[src/arfs_pkg.sv]
// shared types and constants of the audio ring fifo with silence fill
`timescale 1ns / 1ps

package arfs_pkg;

  // default sizes
  localparam int RING_BYTES   = 16384;
  localparam int BUFFER_BYTES = 8192;
  localparam int BUFFER_SLOTS = 6;
  localparam int FRAME_BYTES  = 4;
  localparam int QUEUE_DEPTH  = 4;

  // ring address field in a queue entry, wide enough for the largest ring
  localparam int RING_ADDR_W = 20;

  // configuration port
  localparam int CFG_ADDR_W = 3;
  localparam logic [CFG_ADDR_W-1:0] ADDR_PAUSE = 3'd0;

  typedef enum logic [1:0] {
    MODE_PUSH  = 2'd0,
    MODE_PULL  = 2'd1,
    MODE_FLUSH = 2'd2
  } arfs_mode_e;

  typedef enum logic [1:0] {
    RING_NONE  = 2'd0,
    RING_WRITE = 2'd1,
    RING_READ  = 2'd2
  } arfs_ring_op_e;

  typedef struct packed {
    logic [1:0] mode;
    logic [7:0] push_byte;
  } arfs_in_t;

  typedef struct packed {
    logic        push_accepted;
    logic [7:0]  out_byte;
    logic        buffer_last;
    logic [14:0] queued_bytes;
    logic [39:0] played_frames;
    logic [31:0] underrun_count;
  } arfs_out_t;

  // one classified request on its way to the ring store
  typedef struct packed {
    arfs_ring_op_e          op;
    logic [RING_ADDR_W-1:0] addr;
    logic [7:0]             wdata;
    arfs_out_t              rsp;
  } arfs_entry_t;

endpackage

[src/arfs_queue.sv]
// short in-order queue of ring ops between front and back
`timescale 1ns / 1ps

module arfs_queue #(
  parameter int Depth = arfs_pkg::QUEUE_DEPTH
) (
  input  logic                  clk_i,
  input  logic                  rst_ni,
  input  logic                  push_i,
  input  arfs_pkg::arfs_entry_t entry_i,
  output logic                  full_o,
  input  logic                  pop_i,
  output logic                  empty_o,
  output arfs_pkg::arfs_entry_t head_o
);
  import arfs_pkg::*;

  localparam int AW = (Depth > 1) ? $clog2(Depth) : 1;
  localparam int CW = $clog2(Depth + 1);

  arfs_entry_t    slots_q [Depth];
  logic [AW-1:0]  wptr_q, rptr_q;
  logic [CW-1:0]  count_q;

  assign full_o  = (count_q == CW'(Depth));
  assign empty_o = (count_q == '0);
  assign head_o  = slots_q[rptr_q];

  always_ff @(posedge clk_i) begin
    if (push_i) begin
      slots_q[wptr_q] <= entry_i;
    end
  end

  always_ff @(posedge clk_i or negedge rst_ni) begin
    if (!rst_ni) begin
      wptr_q  <= '0;
      rptr_q  <= '0;
      count_q <= '0;
    end else begin
      if (push_i) begin
        wptr_q <= (wptr_q == AW'(Depth - 1)) ? '0 : wptr_q + 1'b1;
      end
      if (pop_i) begin
        rptr_q <= (rptr_q == AW'(Depth - 1)) ? '0 : rptr_q + 1'b1;
      end
      if (push_i && !pop_i) begin
        count_q <= count_q + 1'b1;
      end else if (pop_i && !push_i) begin
        count_q <= count_q - 1'b1;
      end
    end
  end

endmodule

[config.mk]
export PLATFORM = sky130hd
export DESIGN_NAME = arfs_queue
export DESIGN_NICKNAME = d
export VERILOG_FILES = /design/src/arfs_pkg.sv /design/src/arfs_queue.sv
export SDC_FILE = /design/constraint.sdc
export NUM_CORES = 1
export LEC_CHECK = 0
export BUFFER_PORTS_ARGS = -buffer_cell sky130_fd_sc_hd__buf_2
export CORE_ASPECT_RATIO = 1.75
export CORE_UTILIZATION = 51
export DETAILED_ROUTE_END_ITERATION = 7
export PLACE_DENSITY_LB_ADDON = 0.2
export SKIP_CTS_REPAIR_TIMING = 1
export SLEW_MARGIN = 20
export SYNTH_ARGS = -nofsm -noshare
export SYNTH_HDL_FRONTEND = slang
export SYNTH_SLANG_ARGS = --single-unit
export TNS_END_PERCENT = 30
[constraint.sdc]
create_clock -name clk_i -period 3.7 [get_ports clk_i]
set_clock_uncertainty 0.05 [all_clocks]
set_input_delay 0.74 -clock clk_i [delete_from_list [all_inputs] [get_ports clk_i]]
set_output_delay 0.74 -clock clk_i [all_outputs]
set_load 0.02 [all_outputs]
==> reports/qor.yml <==
clock_tree:
  clkTransAtPathRegs_ps: 60
  root_buffer: "clkbuf_16"
  cts_max_path_buffers: 3
  cts_tree: "yes"
  clkLatencyLatePin_ps: 540
  htree_num_levels: 2
  numCtsBuffers: 45
  cts.sinks: 515
floorplan:
  rows: 92
  io_pins: 260
  die_area_um2: 37600
  start_util: 0.519
  die_h_um: 256
  die_w_um: 147
  core_um2: 36100
timing:
  relSlewSlack: 0.569
  min_period_ps: 3310
  final_hold_viol_count: 0
  rsz0062_at_grt: "no"
  period_share: 0.895
  max_slew.worst_pin.slew_ps: 647
  clock.fmax_ghz: 0.302
  slew_viol_final: 0
  setup-violations-final: 0
synth:
  synth_nets: 838
  synthCells: 700
  synth_edf_count: 508
  netlist.area_leader.share: 0.814
  syn_area_um2: 18700
  synth_top_area_cell: "edfxtp_1"
  avgSynthCellArea_um2: 26.8
  synthTopCellsByArea: "edfxtp_1 (81%), mux4_2 (15%), dfrtp_1 (0.93%)"
  synth_seq_area_share: 0.823
  synth.distinct_cells: 19
  ys_seq_elements: 515
  synthArstFlopShare: 0.0136
  yosys_most_used_dff: "edfxtp_1"
  yosys_warnings: 0
routing:
  drc_errors: 0
  drtAntennaViolNets: 0
  wire_per_inst_um: 22.8
  vias_per_cell: 5.49
  via_count: 8219
  drt-initial-drc-count: 414
  dr.pass1.iters: 4
  wl_um: 34100
global_route:
  grt_overflow: 0
  grt_pass1_vias: 8951
  grt_usage: 0.186
  grt_max_degree: 70
  grt_first_pass_wirelength_um: 51800
  grt_antenna_before_repair: 6
cells_and_area:
  final_cells: 1497
  drive_gt1_frac: 0.459
  area_delta_synth_final_pct: 17.6
  fin_nets: 1133
  design_area_um2: 22000
place:
  place_congestion: 0.737
  post-dp-hpwl_um: 21200
  portBuffers: 259
  dp_cells: 1417
  placed_area_um2: 20700
critical_path:
  worst_path_largest_cell_delay_ps: 790
  cpMaxStageDelayCell: "dfrtp_4"
  cp_data_arrival_time_ps: 2520
  cp_cell_sequence: "buf_4 -> mux4_2 -> buf_2"
  critical_path.max_fanout: 24
  worst-setup-path-type: "reg -> out"
  cp-end-kind: "primary output"
  required_ps: 2910
  cp-start-kind: "flip-flop"
power:
  ir_drop_uv: 465
  p_leak_nw: 7.47
  power_density_nw_per_um2: 798
hold_path:
  hold_path.class: "in -> reg"
status:
  status: "complete, no violations"
run:
  drv_cap: 0
==> flip-flops by register name, summed over array words and instances, names as in the netlist <==
| signal | cells |
|---|---|
| slots_q | 508 |
| rptr_q | 2 |
| count_q | 3 |
| wptr_q | 2 |
==> where the power goes <==
part	leakage [nW]	internal (W)	total [W]	switching [W]
registers	4.75	0.00747	0.00783	0.000358
clock network	0.653	0.00239	0.00429	0.00190
logic	2.07	0.00227	0.00546	0.00319
==> cell families (layout without fill, tap and decap cells) <==
family                     after synthesis  in the layout  share of synthesized area
AOI/OAI and AO/OA                        2              2                   0.000534
and+or+nand+nor                         11             11                    0.00300
adders and majority gates                7              7                    0.00507
muxes                                  130            130                      0.154
buffers and inverters                   32            356                     0.0127
other                                    0              3                          0
DFF                                    515            515                      0.823
xor gates and xnor gates                 3              3                    0.00140
==> through the flow <==
step	setup WS, ps	power (W)	setup TNS (ps)	utilization	hold slack (ps)
6_report	387	0.0176	0	0.610	363
5_1_grt	185	0.0183	0	0.610	342
4_1_cts	267	0.0179	0	0.609	-52.9
3_5_place_dp	860	0.0136	0	0.573	429
3_3_place_gp	858	0.0135	0	0.573	422
2_1_floorplan	-487	0.0118	-123760	-	394
==> critical path, delay by kind of cell, from the launching register on <==
kind	cells	cell delay (ps)
buffers and inverters	2	620
DFF	1	790
muxes	1	570
==> per-layer routing <==
| layer | up-vias | share of wire | GRT usage |
|---|---|---|---|
| met4 | 6 | 0.041 | 0.0808 |
| met2 | 237 | 0.53 | 0.325 |
| met3 | 82 | 0.056 | 0.0406 |
| met5 | - | 0.0013 | 0 |
| met1 | 4273 | 0.37 | 0.220 |
| li1 | 3621 | - | - |
==> final timing paths <==
path	startpoint	end	slack, ps	cells past startpoint
max	rptr_q[0]	head_o[14]	390	3
min	entry_i[116]	slots_q[3][116]	360	1
max reg2reg	wptr_q[0]	slots_q[0][35]	1640	4
min reg2reg	count_q[2]	count_q[2]	440	1
max in group asynchronous	rst_ni	rptr_q[1]	2900	2
min in group asynchronous	rst_ni	wptr_q[1]	520	2
==> cell type report <==
type | instances | area [um2]
well taps | 470 | 588
multi-input cells | 153 | 3090
diodes | 3 | 7.51
flip-flops and latches | 515 | 15400
fillers | 2564 | 14100
inverters | 4 | 15.0
clock inverters | 19 | 148
clock buffers | 57 | 1180
repair buffers | 276 | 1580
==> synthesized netlist by cell type (2+ instances only) <==
| cell type | n |
|---|---|
| edfxtp_1 | 508 |
| mux4_2 | 127 |
| buf_2 | 13 |
| buf_6 | 13 |
| dfrtp_1 | 7 |
| ha_1 | 6 |
| and2_1 | 4 |
| inv_1 | 4 |
| mux2_2 | 3 |
| nor2_1 | 3 |
| nand2_1 | 2 |
| o21ai_0 | 2 |
| xor2_1 | 2 |
==> placed cells by master (no fill, tap or decap), drive strengths merged <==
cell type / synthesis / routed
buf: 27 / 275
xnor2: 1 / 1
mux2: 3 / 3
clkbuf: 1 / 57
diode: 0 / 3
inv: 4 / 6
clkinvlp: 0 / 1
bufinv: 0 / 2
dlygate4sd3: 0 / 1
dfrtp: 7 / 7
ha: 6 / 6
clkinv: 0 / 14
o21ai: 2 / 2
nor3: 1 / 1
nor2: 3 / 3
nor3b: 1 / 1
xor2: 2 / 2
edfxtp: 508 / 508
mux4: 127 / 127
nand2: 2 / 2
and2: 4 / 4
fa: 1 / 1
(Power assumes the default switching activity.)
