**src/arfs_pkg.sv**
```systemverilog
// shared types and constants of the audio ring fifo with silence fill
`timescale 1ns / 1ps

package arfs_pkg;

  // default sizes
  localparam int RING_BYTES   = 16384;
  localparam int BUFFER_BYTES = 8192;
  localparam int BUFFER_SLOTS = 6;
  localparam int FRAME_BYTES  = 4;
  localparam int QUEUE_DEPTH  = 4;

  // ring address field in a queue entry, wide enough for the largest ring
  localparam int RING_ADDR_W = 20;

  // configuration port
  localparam int CFG_ADDR_W = 3;
  localparam logic [CFG_ADDR_W-1:0] ADDR_PAUSE = 3'd0;

  typedef enum logic [1:0] {
    MODE_PUSH  = 2'd0,
    MODE_PULL  = 2'd1,
    MODE_FLUSH = 2'd2
  } arfs_mode_e;

  typedef enum logic [1:0] {
    RING_NONE  = 2'd0,
    RING_WRITE = 2'd1,
    RING_READ  = 2'd2
  } arfs_ring_op_e;

  typedef struct packed {
    logic [1:0] mode;
    logic [7:0] push_byte;
  } arfs_in_t;

  typedef struct packed {
    logic        push_accepted;
    logic [7:0]  out_byte;
    logic        buffer_last;
    logic [14:0] queued_bytes;
    logic [39:0] played_frames;
    logic [31:0] underrun_count;
  } arfs_out_t;

  // one classified request on its way to the ring store
  typedef struct packed {
    arfs_ring_op_e          op;
    logic [RING_ADDR_W-1:0] addr;
    logic [7:0]             wdata;
    arfs_out_t              rsp;
  } arfs_entry_t;

endpackage

```
**src/arfs_front.sv**
```systemverilog
// front end: accepts requests, keeps ring and buffer bookkeeping, issues ring ops
`timescale 1ns / 1ps

module arfs_front #(
  parameter int RingBytes   = arfs_pkg::RING_BYTES,
  parameter int BufferBytes = arfs_pkg::BUFFER_BYTES,
  parameter int BufferSlots = arfs_pkg::BUFFER_SLOTS,
  parameter int FrameBytes  = arfs_pkg::FRAME_BYTES
) (
  input  logic                  clk_i,
  input  logic                  rst_ni,
  input  logic                  pause_i,
  input  logic                  in_valid_i,
  input  arfs_pkg::arfs_in_t    in_req_i,
  output logic                  in_stall_o,
  output logic                  q_push_o,
  output arfs_pkg::arfs_entry_t q_entry_o,
  input  logic                  q_full_i
);
  import arfs_pkg::*;

  localparam int PW  = $clog2(RingBytes);
  localparam int FW  = $clog2(RingBytes + 1);
  localparam int BPW = $clog2(BufferBytes);
  localparam int RW  = $clog2(BufferBytes + 1);
  localparam int SW  = $clog2(BufferSlots);
  localparam int FRW = $clog2(BufferBytes / FrameBytes + 1);
  // reciprocal for the frame count, exact for any RW-bit numerator
  localparam int RecipShift = RW + 3;
  localparam logic [RW+3:0] Recip = (RW+4)'((2 ** RecipShift + FrameBytes - 1) / FrameBytes);

  logic [PW-1:0]  read_pos_q, read_pos_d;
  logic [PW-1:0]  write_pos_q, write_pos_d;
  logic [FW-1:0]  fill_q, fill_d;
  logic [BPW-1:0] buffer_pos_q, buffer_pos_d;
  logic [RW-1:0]  real_left_q, real_left_d;
  logic [SW-1:0]  slot_q, slot_d;
  logic [FRW-1:0] slot_frames_q [BufferSlots];
  logic [FRW-1:0] slot_frames_d [BufferSlots];
  logic [39:0]    frame_clock_q, frame_clock_d;
  logic [31:0]    underruns_q, underruns_d;

  logic           accept;
  logic           starting;
  logic [RW-1:0]  real_cnt;
  logic [RW-1:0]  rl;
  logic [2*RW+3:0] prod;
  logic [FRW-1:0] frames;
  arfs_entry_t    ent;

  assign accept     = in_valid_i && !q_full_i;
  assign in_stall_o = q_full_i;
  assign q_push_o   = accept;
  assign q_entry_o  = ent;

  always_comb begin
    read_pos_d    = read_pos_q;
    write_pos_d   = write_pos_q;
    fill_d        = fill_q;
    buffer_pos_d  = buffer_pos_q;
    real_left_d   = real_left_q;
    slot_d        = slot_q;
    slot_frames_d = slot_frames_q;
    frame_clock_d = frame_clock_q;
    underruns_d   = underruns_q;
    ent           = '0;
    ent.op        = RING_NONE;

    starting = (buffer_pos_q == '0);
    if (pause_i) begin
      real_cnt = '0;
    end else if (32'(fill_q) >= 32'(BufferBytes)) begin
      real_cnt = RW'(BufferBytes);
    end else begin
      real_cnt = RW'(fill_q);
    end
    prod   = {{(RW+4){1'b0}}, real_cnt} * {{RW{1'b0}}, Recip};
    frames = FRW'(prod >> RecipShift);
    rl     = starting ? real_cnt : real_left_q;

    if (accept) begin
      unique case (arfs_mode_e'(in_req_i.mode))
        MODE_PUSH: begin
          if (32'(fill_q) < 32'(RingBytes)) begin
            ent.op    = RING_WRITE;
            ent.addr  = RING_ADDR_W'(write_pos_q);
            ent.wdata = in_req_i.push_byte;
            ent.rsp.push_accepted = 1'b1;
            write_pos_d = (write_pos_q == PW'(RingBytes - 1)) ? '0 : write_pos_q + 1'b1;
            fill_d      = fill_q + 1'b1;
          end
        end
        MODE_PULL: begin
          if (starting) begin
            frame_clock_d = frame_clock_q + 40'(slot_frames_q[slot_q]);
            if (!pause_i && 32'(real_cnt) < 32'(BufferBytes) && underruns_q != '1) begin
              underruns_d = underruns_q + 1'b1;
            end
            slot_frames_d[slot_q] = frames;
          end
          if (rl != '0 && fill_q != '0) begin
            ent.op      = RING_READ;
            ent.addr    = RING_ADDR_W'(read_pos_q);
            read_pos_d  = (read_pos_q == PW'(RingBytes - 1)) ? '0 : read_pos_q + 1'b1;
            fill_d      = fill_q - 1'b1;
            real_left_d = rl - 1'b1;
          end else begin
            real_left_d = '0;
          end
          if (buffer_pos_q == BPW'(BufferBytes - 1)) begin
            ent.rsp.buffer_last = 1'b1;
            buffer_pos_d = '0;
            slot_d = (slot_q == SW'(BufferSlots - 1)) ? '0 : slot_q + 1'b1;
          end else begin
            buffer_pos_d = buffer_pos_q + 1'b1;
          end
        end
        MODE_FLUSH: begin
          read_pos_d    = '0;
          write_pos_d   = '0;
          fill_d        = '0;
          frame_clock_d = '0;
          real_left_d   = '0;
        end
        default: ;
      endcase
    end

    ent.rsp.queued_bytes   = 15'(fill_d);
    ent.rsp.played_frames  = frame_clock_d;
    ent.rsp.underrun_count = underruns_d;
  end

  always_ff @(posedge clk_i or negedge rst_ni) begin
    if (!rst_ni) begin
      read_pos_q    <= '0;
      write_pos_q   <= '0;
      fill_q        <= '0;
      buffer_pos_q  <= '0;
      real_left_q   <= '0;
      slot_q        <= '0;
      slot_frames_q <= '{default: '0};
      frame_clock_q <= '0;
      underruns_q   <= '0;
    end else begin
      read_pos_q    <= read_pos_d;
      write_pos_q   <= write_pos_d;
      fill_q        <= fill_d;
      buffer_pos_q  <= buffer_pos_d;
      real_left_q   <= real_left_d;
      slot_q        <= slot_d;
      slot_frames_q <= slot_frames_d;
      frame_clock_q <= frame_clock_d;
      underruns_q   <= underruns_d;
    end
  end

endmodule

```
**config.mk**
```make
export PLATFORM = sky130hd
export DESIGN_NAME = arfs_front
export DESIGN_NICKNAME = d
export VERILOG_FILES = /design/src/arfs_pkg.sv /design/src/arfs_front.sv
export SDC_FILE = /design/constraint.sdc
export NUM_CORES = 1
export LEC_CHECK = 0
export BUFFER_PORTS_ARGS = -buffer_cell sky130_fd_sc_hd__buf_2
export CORE_UTILIZATION = 50
export DETAILED_ROUTE_END_ITERATION = 16
export PLACE_DENSITY = 0.72
export SLEW_MARGIN = 0
export SYNTH_ARGS = -nofsm -noshare
export SYNTH_HDL_FRONTEND = slang
export SYNTH_SLANG_ARGS = --single-unit
```
**constraint.sdc**
```tcl
create_clock -name clk_i -period 5.1 [get_ports clk_i]
set_input_delay 0.765 -clock clk_i [delete_from_list [all_inputs] [get_ports clk_i]]
set_output_delay 0.765 -clock clk_i [all_outputs]
set_load 0.02 [all_outputs]
```
==> run_results.csv <==
group,metric,value,unit
clock_tree,cts.sinks,217,
sta,fin_skew,18.0,ps
placement,gp_congestion,0.951,
clock_tree,tritoncts,"built",
finish,final_util,0.597,
global_routing,grt_overflow_total,0,
pwr,p_per_area,402,nW/um2
floorplan,die_y,159,um
global_routing,track_usage,0.263,
flow_run,maxCapViolCount,0,
worst_setup_path,reg2reg_slack,1540,ps
worst_setup_path,crit_chain,"buf_12, mux4_2, inv_1, o22ai_1, ha_1, inv_1, fa_1, nor2b_1, o21ai_0, a21oi_2, o2111ai_2, nand2_2, nand4_1, xor2_1, nor2_1, buf_2",
clock_tree,clk_latency,530,ps
worst_setup_path,cp_num_cells,16,
sta,timing.fmax,0.204,GHz
yosys,synthTopCellsByCount,"217 x dfrtp_1, 181 x nand2_1, 152 x o21ai_0, 101 x nor2_1, 62 x clkbuf_1",
finish,area_delta_synth_final,15.6,%
yosys,synth_edf_count,0,
yosys,synth_top_cell_by_area,"dfrtp_1",
yosys,synth_top_area_frac,0.443,
clock_tree,cts_max_level,1,
clock_tree,clkTransAtPathRegs,60,ps
global_routing,grt_pass1_vias,10033,
worst_setup_path,crit_family,"compound AO/OA/AOI/OAI gates",
detailed_routing,drt_pre_antenna_iters,6,
global_routing,grt_max_degree,129,
pwr,total_power,5.69,mW
sta,finalHoldViolCount,0,
worst_setup_path,cpMostUsedCell,"inv_1",
yosys,ys_seq_area_frac,0.443,
yosys,ys_types,82,
worst_setup_path,cp_data_arrival_time,4140,ps
sta,fin_tns_setup,0,ps
sta,final.setup.worst_slack,191,ps
worst_setup_path,cp.required,4340,ps
placement,dp_hpwl,22600,um
yosys,yosysWarnings,0,
yosys,synthCells,1349,
outcome,status,"finished, final reports clean",
detailed_routing,via_count,10688,
clock_tree,cts_root_buffer,"clkbuf_16",
worst_setup_path,crit_buf_inv,4,
yosys,synth_flop_cell,"dfrtp_1",
floorplan,core,23800,um2
floorplan,pin_count,144,
worst_setup_path,regToRegStartpoint,"buffer_pos_q[0]$_DFFE_PN0P_",
sta,rsz0062_at_grt,"false",
detailed_routing,drc_errors,0,
sta,slew_viol_final,0,
worst_setup_path,critPathKind,"flop to output pin",
finish,fillers,2038,
worst_setup_path,cp_slowest_cell,"dfrtp_2",
yosys,syn-cell-area,12300,um2
sta,period_needed,4910,ps
global_routing,antenna_found_initial,0,
yosys,yosysMostFrequentCell,"dfrtp_1",
floorplan,die_w,159,um
yosys,synth_area_leaders,"dfrtp_1 44%, o21ai_0 6.2%, nand2_1 5.5%, xnor2_1 4.3%, nor2_1 3.1%",
floorplan,dieArea,25100,um2
floorplan,num_rows,56,
placement,placed_area,13200,um2
clock_tree,cts_inserted_buffers,25,
worst_setup_path,ff2ff_path_depth,10,
finish,antenna_cells,0,
worst_setup_path,startpoint_type,"flop",
detailed_routing,post_drt_wl_per_cell,18.3,um
placement,io_buffers,129,
sta,tightest_slew,1220,ps
sta,relSlewSlack,0.178,
detailed_routing,routed_via_density,5.95,
clock_tree,ctsHoldBuffers,0,
finish,final_area,14200,um2
worst_setup_path,critPathMaxStageDelay,460,ps
yosys,synthArstFlopShare,1.00,
yosys,avgSynthCellArea,9.08,um2
detailed_routing,drt_iter0_markers,858,
detailed_routing,drt-total-wl,32900,um
sta,period_share,0.963,
worst_setup_path,path_max_fanout,31,
pwr,p_leak,6.36,nW
worst_setup_path,endpoint,"q_entry_o[62]",
worst_hold_path,holdCritPathClass,"primary input to async pin",
worst_setup_path,cp-end-kind,"output pin",
worst_setup_path,crit_start,"slot_q[0]$_DFFE_PN0P_",
finish,drive_gt1_frac,0.176,
floorplan,initial_core_util,0.516,
yosys,synth-seq-cells,217,
sta,finalSetupViolations,0,
detailed_routing,drtAntennaViolNets,0,
clock_tree,ctsLongestPathBuffers,3,
pwr,ir_drop,0.328,mV
global_routing,grt_pass1_wl,52100,um
finish,nets,1500,
placement,place_ws,343,ps
worst_setup_path,reg2reg_to,"fill_q[11]$_DFF_PN0_",
layout by cell type, fill, tap and decap left out, drive strengths merged, types with 33 or more instances in the layout:
| cell | instances |
|---|---|
| xnor2 | 60 |
| nor3 | 38 |
| and3 | 34 |
| nand3 | 56 |
| a21oi | 47 |
| dfrtp | 217 |
| o21ai | 155 |
| nand2 | 183 |
| buf | 160 |
| nor2 | 101 |
| inv | 33 |
| xor2 | 37 |
layer usage:
metal / wire length [um] / share of wire / GRT usage
met3: 2440 / 0.074 / 0.0408
met2: 14900 / 0.45 / 0.415
met4: 1090 / 0.033 / 0.0929
met1: 14500 / 0.44 / 0.365
met5: 0 / 0 / 0
kinds of logic (layout without fill, tap and decap cells):
| logic type | after synthesis | in the layout | share of synthesized area |
|---|---|---|---|
| and+or+nand+nor | 535 | 536 | 0.219 |
| AOI/OAI and AO/OA | 308 | 308 | 0.154 |
| DFF | 217 | 217 | 0.443 |
| buffers and inverters | 122 | 236 | 0.0439 |
| xor gates and xnor gates | 97 | 97 | 0.0693 |
| muxes | 44 | 44 | 0.0439 |
| adders and majority gates | 25 | 25 | 0.0261 |
| other | 1 | 14 | 0.000306 |
flip-flops by register name, summed over array words and instances, names as in the netlist:
register       cells
fill_q            15
real_left_q       14
frame_clock_q     40
buffer_pos_q      13
read_pos_q        14
underruns_q       32
slot_frames_q     72
write_pos_q       14
slot_q             3
worst reg2reg max path, delay by kind of cell, from the launching register on:
family          cells  cell delay (ps)
compound gates      2              630
fa+ha+maj           1              170
buf+inv             1               70
flops               1              410
mux                 2              800
simple gates        4             1340
power breakdown:
part	internal (mW)	total (mW)	switching, mW	leakage [nW]
sequential	1.88	2.13	0.250	2.97
clock	1.13	1.85	0.718	0.431
combinational	0.640	1.72	1.08	2.95
total	3.65	5.69	2.04	6.36
final cells by class:
cell class,instances,area [um2],area share
Multi-Input combinational cell,1024,6450,0.455
Timing Repair Buffer,160,917,0.0647
Inverter,32,120,0.00848
Clock inverter,12,139,0.00980
Sequential cell,217,5430,0.383
Clock buffer,32,712,0.0502
Tap cell,319,399,0.0282
stage by stage:
stage / hold WS [ps] / instances
detailed placement: 465 / 1750
floorplan: 442 / 1362
CTS: 387 / 1794
global route: 413 / 1796
global placement: 456 / 1750
finish: 293 / 1796
worst min path at each step:
| stage | depth (start not counted) | end |
|---|---|---|
| 6_report | 1 | slot_frames_q[8]$_DFFE_PN0P_ |
| 3_3_place_gp | 2 | slot_frames_q[47]$_DFFE_PN0P_ |
| 4_1_cts | 1 | slot_frames_q[23]$_DFFE_PN0P_ |
| 3_5_place_dp | 2 | slot_frames_q[16]$_DFFE_PN0P_ |
| 5_1_grt | 1 | slot_frames_q[8]$_DFFE_PN0P_ |
| 2_1_floorplan | 1 | real_left_q[13]$_DFFE_PN0P_ |
repair_timing:
action / in CTS / in global routing
setup endpoints to repair: 33 / 57
resized for setup: 6 / 18
cloned: 0 / 1
pin swaps: 0 / 0
hold endpoints to repair: 0 / 0
setup buffers: 0 / 1
Power figures use the tool's default switching activity.
